--- config.mk ---
export PLATFORM = sky130hd
export DESIGN_NAME = overcurrent_fast_trip_unit
export DESIGN_NICKNAME = d
export VERILOG_FILES = /design/src/design/ocft_pkg.sv /design/src/design/ocft_phase_lane.sv /design/src/design/ocft_trip_ctrl.sv /design/src/design/overcurrent_fast_trip_unit.sv
export SDC_FILE = /design/constraint.sdc
export NUM_CORES = 1
export LEC_CHECK = 0
export BUFFER_PORTS_ARGS = -buffer_cell sky130_fd_sc_hd__buf_4
export CAP_MARGIN = 10
export CORE_ASPECT_RATIO = 1.25
export CORE_MARGIN = 2
export CORE_UTILIZATION = 45
export CTS_CLUSTER_DIAMETER = 60
export DETAILED_ROUTE_END_ITERATION = 12
export PLACE_DENSITY_LB_ADDON = 0.05
export SETUP_SLACK_MARGIN = 0.2
export SLEW_MARGIN = 20
export SYNTH_ARGS = -nofsm -noshare
export SYNTH_HDL_FRONTEND = slang
export SYNTH_SLANG_ARGS = --single-unit
--- constraint.sdc ---
create_clock -name clock -period 38.1 [get_ports clock]
set_input_delay 5.715 -clock clock [delete_from_list [all_inputs] [get_ports clock]]
set_output_delay 5.715 -clock clock [all_outputs]
set_load 0.1 [all_outputs]
--- src/design/ocft_pkg.sv ---
// shared types, register indexes and event bit positions for the over-current fast trip
package ocft_pkg;

   localparam int CURRENT_W = 16;
   localparam int LEVEL_W   = 15;
   localparam int COUNT_W   = 16;
   localparam int EVENT_W   = 10;
   localparam int ADC_PHASES = 3;

   // event mask bit positions
   localparam int EV_CROSS    = 0;
   localparam int EV_ASSERT   = 1;
   localparam int EV_CLEAR    = 2;
   localparam int EV_LATCH    = 3;
   localparam int EV_INHIBIT  = 4;
   localparam int EV_GATESOFF = 5;
   localparam int EV_OBSERVED = 6;
   localparam int EV_CLEARED  = 7;
   localparam int EV_REARMED  = 8;
   localparam int EV_INVALID  = 9;

   typedef enum logic [2:0] {
      CSR_TRIP_ENABLE    = 3'd0,
      CSR_TRIP_THRESHOLD = 3'd1,
      CSR_HYSTERESIS     = 3'd2,
      CSR_BREAK_DELAY    = 3'd3,
      CSR_GATE_OFF_DELAY = 3'd4,
      CSR_BLANK_START    = 3'd5,
      CSR_BLANK_LENGTH   = 3'd6,
      CSR_RESET_HOLD     = 3'd7
   } csr_index_type;

   typedef struct packed {
      logic               trip_enable;
      logic [LEVEL_W-1:0] trip_threshold;
      logic [LEVEL_W-1:0] hysteresis;
      logic [COUNT_W-1:0] break_wait;
      logic [COUNT_W-1:0] gate_off_wait;
      logic [COUNT_W-1:0] blank_start;
      logic [COUNT_W-1:0] blank_length;
      logic [COUNT_W-1:0] clear_hold;
   } cfg_type;

   // clear level of a window; valid low when threshold minus hysteresis is negative
   typedef struct packed {
      logic               valid;
      logic [LEVEL_W-1:0] level;
   } low_level_type;

   typedef struct packed {
      logic [COUNT_W-1:0]   pwm_phase;
      logic                 sample_valid;
      logic                 gate_request;
      logic                 clear_request;
      logic                 drive_disabled;
      logic                 rearm_request;
      logic                 drive_ready;
      logic                 supervisor_ack;
      logic                 any_window;
      logic [CURRENT_W-1:0] peak;
   } tick_type;

   typedef struct packed {
      logic                 gate_enable;
      logic                 trip_latched;
      logic                 gates_forced_off;
      logic                 comparator_out;
      logic                 overcurrent_raw;
      logic                 restart_hold;
      logic                 trip_observed;
      logic [CURRENT_W-1:0] peak_magnitude;
      logic [COUNT_W-1:0]   episode_count;
      logic [EVENT_W-1:0]   event_mask;
   } result_type;

   function automatic logic [CURRENT_W-1:0] abs_mag(input logic signed [CURRENT_W-1:0] x);
      logic [CURRENT_W-1:0] neg;
      neg = CURRENT_W'(-x);
      return x[CURRENT_W-1] ? neg : CURRENT_W'(x);
   endfunction

endpackage

--- src/design/ocft_phase_lane.sv ---
// one phase lane: magnitude and hysteresis window for a single phase current
module ocft_phase_lane import ocft_pkg::*; (
   input  logic                        clock,
   input  logic                        reset,
   input  logic                        update,
   input  logic signed [CURRENT_W-1:0] current,
   input  logic [LEVEL_W-1:0]          threshold,
   input  low_level_type               low,
   output logic [CURRENT_W-1:0]        magnitude,
   output logic                        window_next
);

   logic window_ff;
   logic window_in;

   always_comb begin
      magnitude = abs_mag(current);
      window_in = window_ff;
      if (magnitude >= {1'b0, threshold}) begin
         window_in = 1'b1;
      end else if (low.valid && magnitude <= {1'b0, low.level}) begin
         window_in = 1'b0;
      end
      window_next = window_in;
   end

   // window only moves on a valid, enabled tick
   always_ff @(posedge clock) begin
      if (reset) begin
         window_ff <= 1'b0;
      end else if (update) begin
         window_ff <= window_in;
      end
   end

endmodule

--- src/design/ocft_trip_ctrl.sv ---
// trip sequencer: inertial delay, break delay, latch, gate-off, clear and rearm
module ocft_trip_ctrl import ocft_pkg::*; #(
   parameter int PROPAGATION_TICKS = 2
) (
   input  logic          clock,
   input  logic          reset,
   input  logic          step,
   input  cfg_type       cfg,
   input  low_level_type low,
   input  tick_type      tick,
   output result_type    result
);

   localparam int PW = (PROPAGATION_TICKS > 0) ? $clog2(PROPAGATION_TICKS + 1) : 1;

   logic               raw_ff, raw_in;
   logic               comp_ff, comp_in;
   logic               pend_ff, pend_in;
   logic               prop_on_ff, prop_on_in;
   logic [PW-1:0]      prop_cnt_ff, prop_cnt_in;
   logic               brk_on_ff, brk_on_in;
   logic [COUNT_W-1:0] brk_cnt_ff, brk_cnt_in;
   logic               goff_on_ff, goff_on_in;
   logic [COUNT_W-1:0] goff_cnt_ff, goff_cnt_in;
   logic               latched_ff, latched_in;
   logic               observed_ff, observed_in;
   logic               gates_dropped_ff, gates_dropped_in;
   logic               restart_ff, restart_in;
   logic               low_seen_ff, low_seen_in;
   logic               req_at_trip_ff, req_at_trip_in;
   logic               last_req_ff, last_req_in;
   logic               safe_on_ff, safe_on_in;
   logic [COUNT_W-1:0] safe_cnt_ff, safe_cnt_in;
   logic [COUNT_W-1:0] episode_ff, episode_in;

   logic               blanked;
   logic               peak_low;
   logic               fresh;
   logic               gate_en;
   logic [EVENT_W-1:0] ev;

   always_comb begin
      blanked = (cfg.blank_length != '0) && (tick.pwm_phase >= cfg.blank_start) &&
                ({1'b0, tick.pwm_phase} <
                 ({1'b0, cfg.blank_start} + {1'b0, cfg.blank_length}));
      peak_low = low.valid && (tick.peak <= {1'b0, low.level});
   end

   always_comb begin
      ev               = '0;
      fresh            = 1'b0;
      raw_in           = raw_ff;
      comp_in          = comp_ff;
      pend_in          = pend_ff;
      prop_on_in       = prop_on_ff;
      prop_cnt_in      = prop_cnt_ff;
      brk_on_in        = brk_on_ff;
      brk_cnt_in       = brk_cnt_ff;
      goff_on_in       = goff_on_ff;
      goff_cnt_in      = goff_cnt_ff;
      latched_in       = latched_ff;
      observed_in      = observed_ff;
      gates_dropped_in = gates_dropped_ff;
      restart_in       = restart_ff;
      low_seen_in      = low_seen_ff;
      req_at_trip_in   = req_at_trip_ff;
      last_req_in      = last_req_ff;
      safe_on_in       = safe_on_ff;
      safe_cnt_in      = safe_cnt_ff;
      episode_in       = episode_ff;

      if (cfg.trip_enable) begin
         if (prop_on_in && prop_cnt_in != '0) prop_cnt_in = prop_cnt_in - 1'b1;
         if (brk_on_in && brk_cnt_in != '0) brk_cnt_in = brk_cnt_in - 1'b1;
         if (goff_on_in && goff_cnt_in != '0) goff_cnt_in = goff_cnt_in - 1'b1;

         if (!tick.sample_valid) begin
            // fail closed: latch and drop the gates in the same tick
            safe_on_in = 1'b0;
            prop_on_in = 1'b0;
            brk_on_in  = 1'b0;
            if (!latched_in) begin
               ev[EV_INVALID]  = 1'b1;
               ev[EV_LATCH]    = 1'b1;
               ev[EV_INHIBIT]  = 1'b1;
               latched_in      = 1'b1;
               observed_in     = 1'b0;
               req_at_trip_in  = last_req_in;
               episode_in      = episode_in + 1'b1;
               goff_on_in      = 1'b1;
               goff_cnt_in     = '0;
            end
            if (!gates_dropped_in) ev[EV_GATESOFF] = 1'b1;
            gates_dropped_in = 1'b1;
            goff_on_in       = 1'b0;
         end else begin
            raw_in = tick.any_window;
            if (raw_in && !raw_ff) ev[EV_CROSS] = 1'b1;

            // inertial delay: a level change restarts the countdown
            if (raw_in == comp_in) begin
               prop_on_in = 1'b0;
            end else if (!prop_on_in || pend_in != raw_in) begin
               pend_in     = raw_in;
               prop_on_in  = 1'b1;
               prop_cnt_in = PW'(PROPAGATION_TICKS);
            end
            if (prop_on_in && prop_cnt_in == '0) begin
               comp_in    = pend_in;
               prop_on_in = 1'b0;
               if (comp_in) ev[EV_ASSERT] = 1'b1;
               else         ev[EV_CLEAR]  = 1'b1;
            end

            if (!latched_in && comp_in && !blanked && !brk_on_in) begin
               brk_on_in  = 1'b1;
               brk_cnt_in = cfg.break_wait;
            end
            if (brk_on_in && brk_cnt_in == '0) begin
               brk_on_in = 1'b0;
               if (!latched_in) begin
                  ev[EV_LATCH]   = 1'b1;
                  ev[EV_INHIBIT] = 1'b1;
                  latched_in     = 1'b1;
                  observed_in    = 1'b0;
                  req_at_trip_in = last_req_in;
                  episode_in     = episode_in + 1'b1;
                  goff_on_in     = 1'b1;
                  goff_cnt_in    = cfg.gate_off_wait;
               end
            end
            if (goff_on_in && goff_cnt_in == '0) begin
               gates_dropped_in = 1'b1;
               goff_on_in       = 1'b0;
               ev[EV_GATESOFF]  = 1'b1;
            end

            if (!raw_in && !comp_in && peak_low) begin
               if (!safe_on_in) begin
                  safe_on_in  = 1'b1;
                  safe_cnt_in = '0;
               end else if (safe_cnt_in != '1) begin
                  safe_cnt_in = safe_cnt_in + 1'b1;
               end
            end else begin
               safe_on_in = 1'b0;
            end
         end
      end

      if (tick.supervisor_ack && latched_in && !observed_in) begin
         observed_in     = 1'b1;
         ev[EV_OBSERVED] = 1'b1;
      end

      if (cfg.trip_enable && latched_in && gates_dropped_in && tick.drive_disabled &&
          tick.clear_request && tick.sample_valid && !raw_in && !comp_in && !blanked &&
          safe_on_in && safe_cnt_in >= cfg.clear_hold) begin
         latched_in     = 1'b0;
         restart_in     = 1'b1;
         low_seen_in    = 1'b0;
         ev[EV_CLEARED] = 1'b1;
      end

      // rearm wants a low level seen before the high one
      if (cfg.trip_enable && restart_in && !latched_in) begin
         if (!tick.rearm_request) begin
            low_seen_in = 1'b1;
         end else begin
            fresh       = low_seen_in;
            low_seen_in = 1'b0;
            if (fresh && tick.drive_ready && tick.sample_valid && !raw_in && !comp_in &&
                !blanked) begin
               restart_in       = 1'b0;
               gates_dropped_in = 1'b0;
               last_req_in      = 1'b0;
               ev[EV_REARMED]   = 1'b1;
            end
         end
      end

      if (gates_dropped_in) begin
         gate_en = 1'b0;
      end else if (latched_in) begin
         gate_en = req_at_trip_in;
      end else begin
         last_req_in = tick.gate_request;
         gate_en     = tick.gate_request;
      end

      result.gate_enable      = gate_en;
      result.trip_latched     = latched_in;
      result.gates_forced_off = gates_dropped_in;
      result.comparator_out   = comp_in;
      result.overcurrent_raw  = raw_in;
      result.restart_hold     = restart_in;
      result.trip_observed    = observed_in;
      result.peak_magnitude   = tick.sample_valid ? tick.peak : '0;
      result.episode_count    = episode_in;
      result.event_mask       = ev;
   end

   always_ff @(posedge clock) begin
      if (reset) begin
         raw_ff           <= 1'b0;
         comp_ff          <= 1'b0;
         pend_ff          <= 1'b0;
         prop_on_ff       <= 1'b0;
         prop_cnt_ff      <= '0;
         brk_on_ff        <= 1'b0;
         brk_cnt_ff       <= '0;
         goff_on_ff       <= 1'b0;
         goff_cnt_ff      <= '0;
         latched_ff       <= 1'b0;
         observed_ff      <= 1'b0;
         gates_dropped_ff <= 1'b0;
         restart_ff       <= 1'b0;
         low_seen_ff      <= 1'b0;
         req_at_trip_ff   <= 1'b0;
         last_req_ff      <= 1'b0;
         safe_on_ff       <= 1'b0;
         safe_cnt_ff      <= '0;
         episode_ff       <= '0;
      end else if (step) begin
         raw_ff           <= raw_in;
         comp_ff          <= comp_in;
         pend_ff          <= pend_in;
         prop_on_ff       <= prop_on_in;
         prop_cnt_ff      <= prop_cnt_in;
         brk_on_ff        <= brk_on_in;
         brk_cnt_ff       <= brk_cnt_in;
         goff_on_ff       <= goff_on_in;
         goff_cnt_ff      <= goff_cnt_in;
         latched_ff       <= latched_in;
         observed_ff      <= observed_in;
         gates_dropped_ff <= gates_dropped_in;
         restart_ff       <= restart_in;
         low_seen_ff      <= low_seen_in;
         req_at_trip_ff   <= req_at_trip_in;
         last_req_ff      <= last_req_in;
         safe_on_ff       <= safe_on_in;
         safe_cnt_ff      <= safe_cnt_in;
         episode_ff       <= episode_in;
      end
   end

   // a new latch counts exactly one episode
   a_episode_on_latch: assert property (@(posedge clock) disable iff (reset)
      step && !latched_ff && latched_in |-> episode_in == episode_ff + 1'b1)
      else $error("episode count did not advance on latch");

   // gates only come back through a rearm, so unlatched with gates off means restart hold
   a_gates_dropped_needs_restart: assert property (@(posedge clock) disable iff (reset)
      gates_dropped_ff && !latched_ff |-> restart_ff)
      else $error("gates off while unlatched without restart hold");

   // protection disabled freezes the comparator path
   a_disabled_frozen: assert property (@(posedge clock) disable iff (reset)
      step && !reset && !cfg.trip_enable |=>
         raw_ff == $past(raw_ff) && comp_ff == $past(comp_ff))
      else $error("comparator path moved while protection disabled");

endmodule

--- src/design/overcurrent_fast_trip_unit.sv ---
// top level of the three-phase over-current fast trip with break latch
//
//  channel   ports          dir  payload
//  ------------------------------------------------------------------------------
//  sample    req_t*         in   currents a/b/c, pwm phase, valid, control requests
//  result    rsp_t*         out  gate/latch status, peak magnitude, episodes, events
//  config    csr_*          in   write-only register file, 8 registers
//
//  one sample is accepted per clock while no stalled result is held; its result
//  appears in the output register on the next cycle, set by the trip sequencer update.
//  the phase lanes and the sequencer state advance only on an accepted transfer.
//  a stalled result holds while the next sample may still be taken as it leaves.
//  synchronous reset returns all protection state to idle, unlatched and gates on.
module overcurrent_fast_trip_unit import ocft_pkg::*; #(
   parameter int PROPAGATION_TICKS = 2,
   parameter int PHASE_COUNT       = 3
) (
   input  logic        clock,
   input  logic        reset,
   // req_tdata, lowest bit up: current_a[15:0], current_b[15:0], current_c[15:0],
   // pwm_phase[15:0], sample_valid, gate_request, clear_request, drive_disabled,
   // rearm_request, drive_ready, supervisor_ack, one zero pad bit
   input  logic [71:0] req_tdata,
   input  logic        req_tvalid,
   output logic        req_tready,
   // rsp_tdata, lowest bit up: gate_enable, trip_latched, gates_forced_off,
   // comparator_out, overcurrent_raw, restart_hold, trip_observed,
   // peak_magnitude[15:0], episode_count[15:0], event_mask[9:0], 7 zero pad bits
   output logic [55:0] rsp_tdata,
   output logic        rsp_tvalid,
   input  logic        rsp_tready,
   input  logic        csr_wen,
   input  logic [2:0]  csr_index,
   input  logic [15:0] csr_wdata
);

   localparam int LANE_COUNT = (PHASE_COUNT > ADC_PHASES) ? PHASE_COUNT : ADC_PHASES;

   cfg_type       cfg_ff;
   low_level_type low;
   tick_type      tick;
   result_type    result;
   result_type    rsp_ff;
   logic          rsp_valid_ff, rsp_valid_in;
   logic          accept;
   logic          lane_update;

   logic signed [CURRENT_W-1:0] adc_current [ADC_PHASES];
   logic [CURRENT_W-1:0]        lane_mag    [LANE_COUNT];
   logic [LANE_COUNT-1:0]       lane_window;
   logic                        any_window;
   logic [CURRENT_W-1:0]        peak;

   // register file
   always_ff @(posedge clock) begin
      if (reset) begin
         cfg_ff.trip_enable    <= 1'b0;
         cfg_ff.trip_threshold <= '1;
         cfg_ff.hysteresis     <= '0;
         cfg_ff.break_wait     <= '0;
         cfg_ff.gate_off_wait  <= '0;
         cfg_ff.blank_start    <= '0;
         cfg_ff.blank_length   <= '0;
         cfg_ff.clear_hold     <= '0;
      end else if (csr_wen) begin
         unique case (csr_index_type'(csr_index))
            CSR_TRIP_ENABLE:    cfg_ff.trip_enable    <= csr_wdata[0];
            CSR_TRIP_THRESHOLD: cfg_ff.trip_threshold <= csr_wdata[LEVEL_W-1:0];
            CSR_HYSTERESIS:     cfg_ff.hysteresis     <= csr_wdata[LEVEL_W-1:0];
            CSR_BREAK_DELAY:    cfg_ff.break_wait     <= csr_wdata;
            CSR_GATE_OFF_DELAY: cfg_ff.gate_off_wait  <= csr_wdata;
            CSR_BLANK_START:    cfg_ff.blank_start    <= csr_wdata;
            CSR_BLANK_LENGTH:   cfg_ff.blank_length   <= csr_wdata;
            CSR_RESET_HOLD:     cfg_ff.clear_hold     <= csr_wdata;
         endcase
      end
   end

   // a negative clear level means a window never clears
   always_comb begin
      low.valid = cfg_ff.hysteresis <= cfg_ff.trip_threshold;
      low.level = cfg_ff.trip_threshold - cfg_ff.hysteresis;
   end

   assign req_tready  = !rsp_valid_ff || rsp_tready;
   assign accept      = req_tvalid && req_tready;
   // windows move on enabled valid ticks only
   assign lane_update = accept && cfg_ff.trip_enable && req_tdata[64];

   assign adc_current[0] = req_tdata[15:0];
   assign adc_current[1] = req_tdata[31:16];
   assign adc_current[2] = req_tdata[47:32];

   for (genvar n = 0; n < LANE_COUNT; n++) begin : g_lane
      logic signed [CURRENT_W-1:0] lane_current;
      logic                        lane_next;
      if (n < ADC_PHASES) begin : g_adc
         assign lane_current = adc_current[n];
      end else begin : g_idle
         assign lane_current = '0;
      end
      ocft_phase_lane u_lane (
         .clock       (clock),
         .reset       (reset),
         .update      (lane_update),
         .current     (lane_current),
         .threshold   (cfg_ff.trip_threshold),
         .low         (low),
         .magnitude   (lane_mag[n]),
         .window_next (lane_next)
      );
      assign lane_window[n] = lane_next;
   end

   // merge: OR of the live windows, peak over the measured phases
   always_comb begin
      any_window = 1'b0;
      for (int n = 0; n < LANE_COUNT; n++) begin
         if (n < PHASE_COUNT) any_window = any_window | lane_window[n];
      end
      peak = '0;
      for (int n = 0; n < ADC_PHASES; n++) begin
         if (lane_mag[n] > peak) peak = lane_mag[n];
      end
   end

   always_comb begin
      tick.pwm_phase      = req_tdata[63:48];
      tick.sample_valid   = req_tdata[64];
      tick.gate_request   = req_tdata[65];
      tick.clear_request  = req_tdata[66];
      tick.drive_disabled = req_tdata[67];
      tick.rearm_request  = req_tdata[68];
      tick.drive_ready    = req_tdata[69];
      tick.supervisor_ack = req_tdata[70];
      tick.any_window     = any_window;
      tick.peak           = peak;
   end

   ocft_trip_ctrl #(
      .PROPAGATION_TICKS (PROPAGATION_TICKS)
   ) u_ctrl (
      .clock  (clock),
      .reset  (reset),
      .step   (accept),
      .cfg    (cfg_ff),
      .low    (low),
      .tick   (tick),
      .result (result)
   );

   always_comb begin
      rsp_valid_in = rsp_valid_ff;
      if (accept) begin
         rsp_valid_in = 1'b1;
      end else if (rsp_tready) begin
         rsp_valid_in = 1'b0;
      end
   end

   always_ff @(posedge clock) begin
      if (reset) begin
         rsp_valid_ff <= 1'b0;
      end else begin
         rsp_valid_ff <= rsp_valid_in;
      end
   end

   always_ff @(posedge clock) begin
      if (accept) begin
         rsp_ff <= result;
      end
   end

   assign rsp_tvalid = rsp_valid_ff;
   assign rsp_tdata  = {7'd0,
                        rsp_ff.event_mask,
                        rsp_ff.episode_count,
                        rsp_ff.peak_magnitude,
                        rsp_ff.trip_observed,
                        rsp_ff.restart_hold,
                        rsp_ff.overcurrent_raw,
                        rsp_ff.comparator_out,
                        rsp_ff.gates_forced_off,
                        rsp_ff.trip_latched,
                        rsp_ff.gate_enable};

   // protection masking always wins over the held gate request
   a_gates_dropped_masks: assert property (@(posedge clock) disable iff (reset)
      rsp_valid_ff && rsp_ff.gates_forced_off |-> !rsp_ff.gate_enable)
      else $error("gate enabled while gates forced off");

   // an invalid sample under enabled protection must report gates off
   a_invalid_trips: assert property (@(posedge clock) disable iff (reset)
      accept && cfg_ff.trip_enable && !req_tdata[64] |=>
         rsp_ff.trip_latched && rsp_ff.gates_forced_off && rsp_ff.peak_magnitude == '0)
      else $error("invalid sample did not trip");

endmodule

==> summary.md, run 1 <==
| Metric | Value |
|---|---|
| CP Capture Type | `register` |
| Vias in the first global route | `16164` |
| Worst Path Arrival | `approximately 18 ns` |
| Post-Synth Simple-Gate Area | `0.223` |
| Starting DRT DRC Count | `884` |
| # rows | `82` |
| Drt wl/cell | `18.1 um` |
| Antenna viol nets, final | `0` |
| CTS tree | `built` |
| Final nets | `2720` |
| Pin count of the biggest net entering global routing | `136` |
| Tcrit/Tclk final | `0.466` |
| Synth unique cells | `98` |
| Synth top area cells | `dfxtp_1, ha_1, edfxtp_1, nand2_1, a21oi_1` |
| Clk Latency, worst-skew pair | `0.60 ns` |
| Root buf cell | `clkbuf_16` |
| Post-synth EDFFs | `48` |
| Max Slew Vio Count | `0` |
| Post-synthesis compound-gate area fraction | `0.206` |
| I/O pin count | `154` |
| Initial antenna violation count | `0` |
| Maxcap violations | `0` |
| Gate Count Post-Synth | `around 2300` |
| Worst Reg-to-Reg Cells | `41` |
| Number of gates resized after CTS | `0` |
| Critical Path RT | `38.58 ns` |
| Average cell area after synthesis | `7.89 um2` |
| Seq/Total Area, Yosys | `0.293` |
| Adder-cell share of the synthesized area | `0.156` |
| Synth Area in XOR/XNOR | `0.0548` |
| Total die area | `approximately 0.042 mm2` |
| Cell taking the most area after synthesis | `dfxtp_1` |
| VDD IR max | `0.0337 mV` |
| Crit start category | `input pin` |
| Max Fclk | `56.3 MHz` |
| ANT cells | `0` |
| Status | `complete, no violations` |
| Worst hold path depth | `2` |
| GRT Total Usage | `0.248` |
| Die extent in y | `229 um` |
| DR pass1 iterations | `5` |
| Clk buf depth | `3` |
| Hold Fails Final Rpt | `0` |
| Placer Congestion | `between 0.9 and 1` |
| FF-to-FF setup slack | `27.72 ns` |
| Layout cells sized above 1 | `0.105` |
| Post-synth top area share | `0.214` |
| Commonest non-fill, non-tap cell in the layout | `nand2_1` |
| Leakage | `around 8.5 nW` |
| Post-CTS setup buffer count | `0` |
| Setup Crit Path Kind | `input pin to register` |
| Crit path max fanout | `28` |
| First-pass GRT wire length | `around 84000 um` |
| Final wirelength | `53100 um` |
| Clock Pin Slew Worst Setup and Hold Paths | `0.06 ns` |
| Post-synthesis mux area share | `0.0105` |
| Die width | `184 um` |
| Filler cells | `3958` |
| Area delta synth->final | `12.8%` |
| CP max stage delay | `0.67 ns` |
| Vias/cell | `5.69` |
| Async SR Flop Fraction | `0` |
| # clock sinks | `roughly 240` |
| Yosys warns | `0` |
| DPL Wire Length | `39900 um` |
| Crit-path slowest cell | `nor4_4` |
| Worst-Margin Slew | `1.09 ns` |
| Core Box Area | `0.0400 mm2` |
| Hold_buf cts | `0` |
| Power density over cell area | `37.0 mW/mm2` |
| Initial Utilization | `0.456` |
| Slew headroom | `0.274` |
| Commonest non-fill, non-tap cells in the layout | `nand2_1, a21oi_1, ha_1` |
| Setup TNS | `0 ns` |
| Worst Hold Launch | `cfg_ff[87]$_SDFFE_PP0P_` |
| RSZ-0062 raised after global routing | `false` |
| Overall Power | `0.762 mW` |
| Top FF cell, synth | `dfxtp_1` |
| Reg2reg start | `cfg_ff[95]$_SDFFE_PP1P_` |
| Largest family of logic cells by synthesized area | `simple AND/OR/NAND/NOR gates` |
| Residual DRC | `0` |
| Setup Skew | `0.0349 ns` |
| Pre-CTS setup slack | `slightly below 20 ns` |
| Post-route minimum period | `17.76 ns` |
| Hold EP | `cfg_ff[87]$_SDFFE_PP0P_` |
| #FFs+latches synth | `243` |
| H-tree depth | `1` |
| GRT overflow | `0` |
| Input/output buffers | `around 150` |
| Cell area after synthesis | `0.0182 mm2` |
| Vias | `16650` |
| Final worst setup slack | `20.34 ns` |
| R2R Path End | `u_ctrl.low_seen_ff$_SDFFE_PP0P_` |
| CP most frequent cell | `a21o_1` |
| Worst min-delay path class | `register to register` |
| Num CTS Buffers | `31` |
| Finish-stage setup viols | `0` |
==> how the worst max path moves through the flow <==
stage,start,endpoint,depth (start not counted)
after global routing,req_tdata[2],u_ctrl.low_seen_ff$_SDFFE_PP0P_,51
after detailed placement,req_tdata[2],u_ctrl.low_seen_ff$_SDFFE_PP0P_,52
after floorplan,req_tdata[2],u_ctrl.low_seen_ff$_SDFFE_PP0P_,53
after global placement,req_tdata[2],u_ctrl.low_seen_ff$_SDFFE_PP0P_,52
after CTS,req_tdata[2],u_ctrl.low_seen_ff$_SDFFE_PP0P_,52
final,req_tdata[2],u_ctrl.low_seen_ff$_SDFFE_PP0P_,52
==> cell usage after synthesis (11+ instances only) <==
library cell	number
nand2_1	363
a21oi_1	246
ha_1	224
dfxtp_1	195
nor2_1	161
inv_1	139
o21ai_0	125
clkbuf_1	83
nand3_1	61
xor2_1	60
xnor2_1	54
edfxtp_1	48
nor3_1	37
a21o_1	33
nand4_1	32
nor4_1	30
nand2b_1	27
o21a_1	25
and3_1	21
or3_1	21
o31ai_1	20
nor2b_1	19
o211ai_1	19
a211o_1	18
a31oi_1	18
and2_1	18
a211oi_1	16
or4_1	14
mux2i_1	12
buf_4	11
==> layer usage <==
metal,up-vias,GRT usage,share of wire
met5,-,0,0
met4,0,0.104,0.043
met3,114,0.0321,0.044
met2,401,0.423,0.47
met1,7718,0.313,0.44
li1,8417,-,-
==> flip-flops by register name, summed over array words and instances, names as in the netlist, 2 cells and up <==
name	count
u_ctrl.brk_cnt_ff	16
u_ctrl.episode_ff	16
cfg_ff	111
rsp_tdata	48
u_ctrl.goff_cnt_ff	16
u_ctrl.prop_cnt_ff	2
g_lane.u_lane.window_ff	3
u_ctrl.safe_cnt_ff	16
==> worst max-delay path, delay by kind of cell <==
family / cells / cell delay, ns
xor gates and xnor gates: 2 / 0.44
and+or+nand+nor: 11 / 3.29
buffers and inverters: 2 / 0.45
muxes: 1 / 0.30
AOI/OAI and AO/OA: 32 / 6.70
adders and majority gates: 4 / 1.28
==> through the flow <==
step,std cells,utilization,area [um2],hold WS [ns]
after detailed placement,2869,0.489,19600,0.449
after global routing,2927,0.514,20600,0.474
after CTS,2927,0.514,20600,0.458
after global placement,2869,0.489,19600,0.444
after floorplan,2316,-,18300,0.434
final,2927,0.514,20600,0.455
==> cell families (layout without fill, tap and decap cells) <==
kind of cell               Yosys count  in the layout
and+or+nand+nor                    855            855
DFF                                243            243
muxes                               18             18
AOI/OAI and AO/OA                  608            608
xor gates and xnor gates           114            114
buffers and inverters              245            352
adders and majority gates          226            226
other                                1              7
==> area by class of cell <==
cell class	instances	area, um2	share of cell area
sequential	243	5350	0.260
multi-input combinational	1828	11900	0.579
clock inverter	17	150	0.00730
clock buffer	41	853	0.0415
tap	504	631	0.0307
timing repair buffer	155	1170	0.0567
inverter	139	522	0.0254
==> power by group <==
part | internal [mW] | switching [mW]
clock | 0.166 | 0.120
sequential | 0.271 | 0.00389
combinational | 0.0642 | 0.137
No activity file was read; power rests on OpenSTA's default activity.
==> run 2, diff against run 1 <==
==> constraint.sdc (replaced) <==
create_clock -name clock -period 16 [get_ports clock]
set_input_delay 2.4 -clock clock [delete_from_list [all_inputs] [get_ports clock]]
set_output_delay 2.4 -clock clock [all_outputs]
set_load 0.1 [all_outputs]
==> run 2 against run 1 <==
Compared with the run above:
- non-clock buffer count rose by 2
- total power up 140%
- largest power group unchanged
- setup slack worse by 18 ns
- clock-buffer cell count shrank 1
- highest routed layer unchanged
==> summary.md, run 2 (synthesis gave the netlist of run 1 again) <==
| Metric | Value |
|---|---|
| CTS tree | `built` |
| Number of gates resized after CTS | `0 (unchanged)` |
| Die extent in y | `229 um (unchanged)` |
| Num CTS Buffers | `30 (-3.2%)` |
| Finish-stage setup viols | `0 (unchanged)` |
| Post-route cell area | `0.0206 mm2 (about the same)` |
| Vias/cell | `5.71 (+0.38%)` |
| Initial antenna violation count | `0 (unchanged)` |
| Commonest non-fill, non-tap cells in the layout | `nand2_1, a21oi_1, ha_1` |
| Max Used Layer | `met4` |
| Die width | `184 um (unchanged)` |
| # rows | `82 (unchanged)` |
| Wl on met1 | `23900 um (+2.6%)` |
| Placer Congestion | `0.916 (+0.38%)` |
| Root buf cell | `clkbuf_16` |
| Slew headroom | `0.277 (+0.00312)` |
| Final nets | `2721 (+0.037%)` |
| Crit start category | `input pin` |
| Vias in the first global route | `15895 (-1.7%)` |
| Hold Fails Final Rpt | `0 (unchanged)` |
| ANT cells | `0 (unchanged)` |
| RSZ-0062 raised after global routing | `false` |
| First-pass GRT wire length | `84000 um (-0.11%)` |
| Total die area | `0.0422 mm2 (unchanged)` |
| Clk buf depth | `3 (unchanged)` |
| DR pass1 iterations | `8 (+3)` |
| Area delta synth->final | `12.9% (about the same)` |
| Leakage | `8.51 nW (+0.20%)` |
| Setup Crit Path Kind | `input pin to register` |
| Hold_buf cts | `0 (unchanged)` |
| Setup Skew | `0.0319 ns (-0.00304 ns)` |
| Input/output buffers | `145 (unchanged)` |
| GRT Total Usage | `0.246 (-0.00160)` |
| Status | `complete, no violations` |
| Pre-CTS setup slack | `1.52 ns (-18.33 ns)` |
| Core Box Area | `0.0400 mm2 (unchanged)` |
| H-tree depth | `1 (unchanged)` |
| CP most frequent cell | `o21ai_0` |
| Clk Latency, worst-skew pair | `0.57 ns (-0.03 ns)` |
| DPL Wire Length | `39900 um (+0.18%)` |
| Layout cells sized above 1 | `0.105 (about the same)` |
| Pin count of the biggest net entering global routing | `130 (-4.4%)` |
| VDD IR max | `0.0725 mV (+120%)` |
| Residual DRC | `0 (unchanged)` |
| Worst Path Arrival | `14.53 ns (-3.71 ns)` |
| Max Fclk | `71.1 MHz` |
| Worst-Margin Slew | `1.08 ns (-0.00867 ns)` |
| Final worst setup slack | `1.93 ns (-18.40 ns)` |
| CP max stage delay | `0.72 ns (+0.05 ns)` |
| Worst min-delay path class | `register to register` |
| Starting DRT DRC Count | `977 (+11%)` |
| Antenna viol nets, final | `0 (unchanged)` |
| Post-route minimum period | `~14 ns` |
| Clock Pin Slew Worst Setup and Hold Paths | `0.06 ns (about the same)` |
| Crit-path slowest cell | `o41a_1` |
| Met2 WL post-DR | `25600 um (+1.8%)` |
| Drt wl/cell | `18.1 um (-0.14%)` |
| # clock sinks | `243 (unchanged)` |
| Power density over cell area | `88.3 mW/mm2 (+140%)` |
| Critical Path RT | `16.46 ns (-22.12 ns)` |
| Commonest non-fill, non-tap cell in the layout | `nand2_1` |
| CP Capture Type | `register` |
| Met3 WL post-DR | `2030 um (-13%)` |
| Largest Register | `cfg_ff` |
| Final wirelength | `53000 um (-0.21%)` |
| Placed cell areas | `0.0196 mm2 (about the same)` |
| Max Slew Vio Count | `0 (unchanged)` |
| I/O pin count | `154 (unchanged)` |
| Post-CTS setup buffer count | `0 (unchanged)` |
| Crit path max fanout | `28 (unchanged)` |
| Largest register FFs | `111 (unchanged)` |
| Setup TNS | `0 ns (unchanged)` |
| Initial Utilization | `0.456 (unchanged)` |
| Overall Power | `1.82 mW (+140%)` |
| Tcrit/Tclk final | `0.879` |
| Maxcap violations | `0 (unchanged)` |
| GRT overflow | `0 (unchanged)` |
| Vias | `16702 (+0.31%)` |
[run 2: routing by layer]
layer | GRT usage | vias to the layer above
met5 | 0 | -
li1 | - | 8418
met4 | 0.0673 | 0
met1 | 0.327 | 7832
met3 | 0.0219 | 74
met2 | 0.426 | 378
[run 2: area by class of cell]
type,instances,area (um2)
Clock buffer,40,841
Clock inverter,14,155
Fill cell,3948,19400
Inverter,139,522
Multi-Input combinational cell,1828,11900
Sequential cell,243,5350
Tap cell,504,631
Timing Repair Buffer,157,1180
[run 2: worst paths after layout]
path | startpoint | to | slack [ns] | cells past startpoint
setup / recovery | req_tdata[2] | u_ctrl.low_seen_ff$_SDFFE_PP0P_ | 1.93 | 50
hold / removal | cfg_ff[8]$_SDFFE_PP0P_ | cfg_ff[8]$_SDFFE_PP0P_ | 0.46 | 2
setup reg to reg | cfg_ff[95]$_SDFFE_PP1P_ | u_ctrl.low_seen_ff$_SDFFE_PP0P_ | 6.10 | 41
hold reg to reg | cfg_ff[8]$_SDFFE_PP0P_ | cfg_ff[8]$_SDFFE_PP0P_ | 0.46 | 2
[run 2: power breakdown]
| part | switching [mW] | internal [mW] | total (mW) | leakage [nW] |
|---|---|---|---|---|
| sequential | 0.00934 | 0.645 | 0.654 | 2.06 |
| combinational | 0.325 | 0.153 | 0.478 | 5.95 |
| clock | 0.278 | 0.405 | 0.683 | 0.498 |
| total | 0.613 | 1.20 | 1.82 | 8.51 |
[run 2: metrics by stage]
step	utilization	hold WS, ns	instances
floorplan	-	0.434	2316
global placement	0.489	0.444	2871
detailed placement	0.489	0.449	2871
CTS	0.514	0.452	2925
global route	0.514	0.470	2925
finish	0.514	0.455	2925
[run 2: worst max-delay path, delay by kind of cell]
| family | cells | cell delay [ns] |
|---|---|---|
| and+or+nand+nor | 12 | 2.89 |
| AOI/OAI and AO/OA | 29 | 6.62 |
| xor gates and xnor gates | 2 | 0.47 |
| buffers and inverters | 2 | 0.47 |
| muxes | 1 | 0.31 |
| adders and majority gates | 4 | 1.34 |
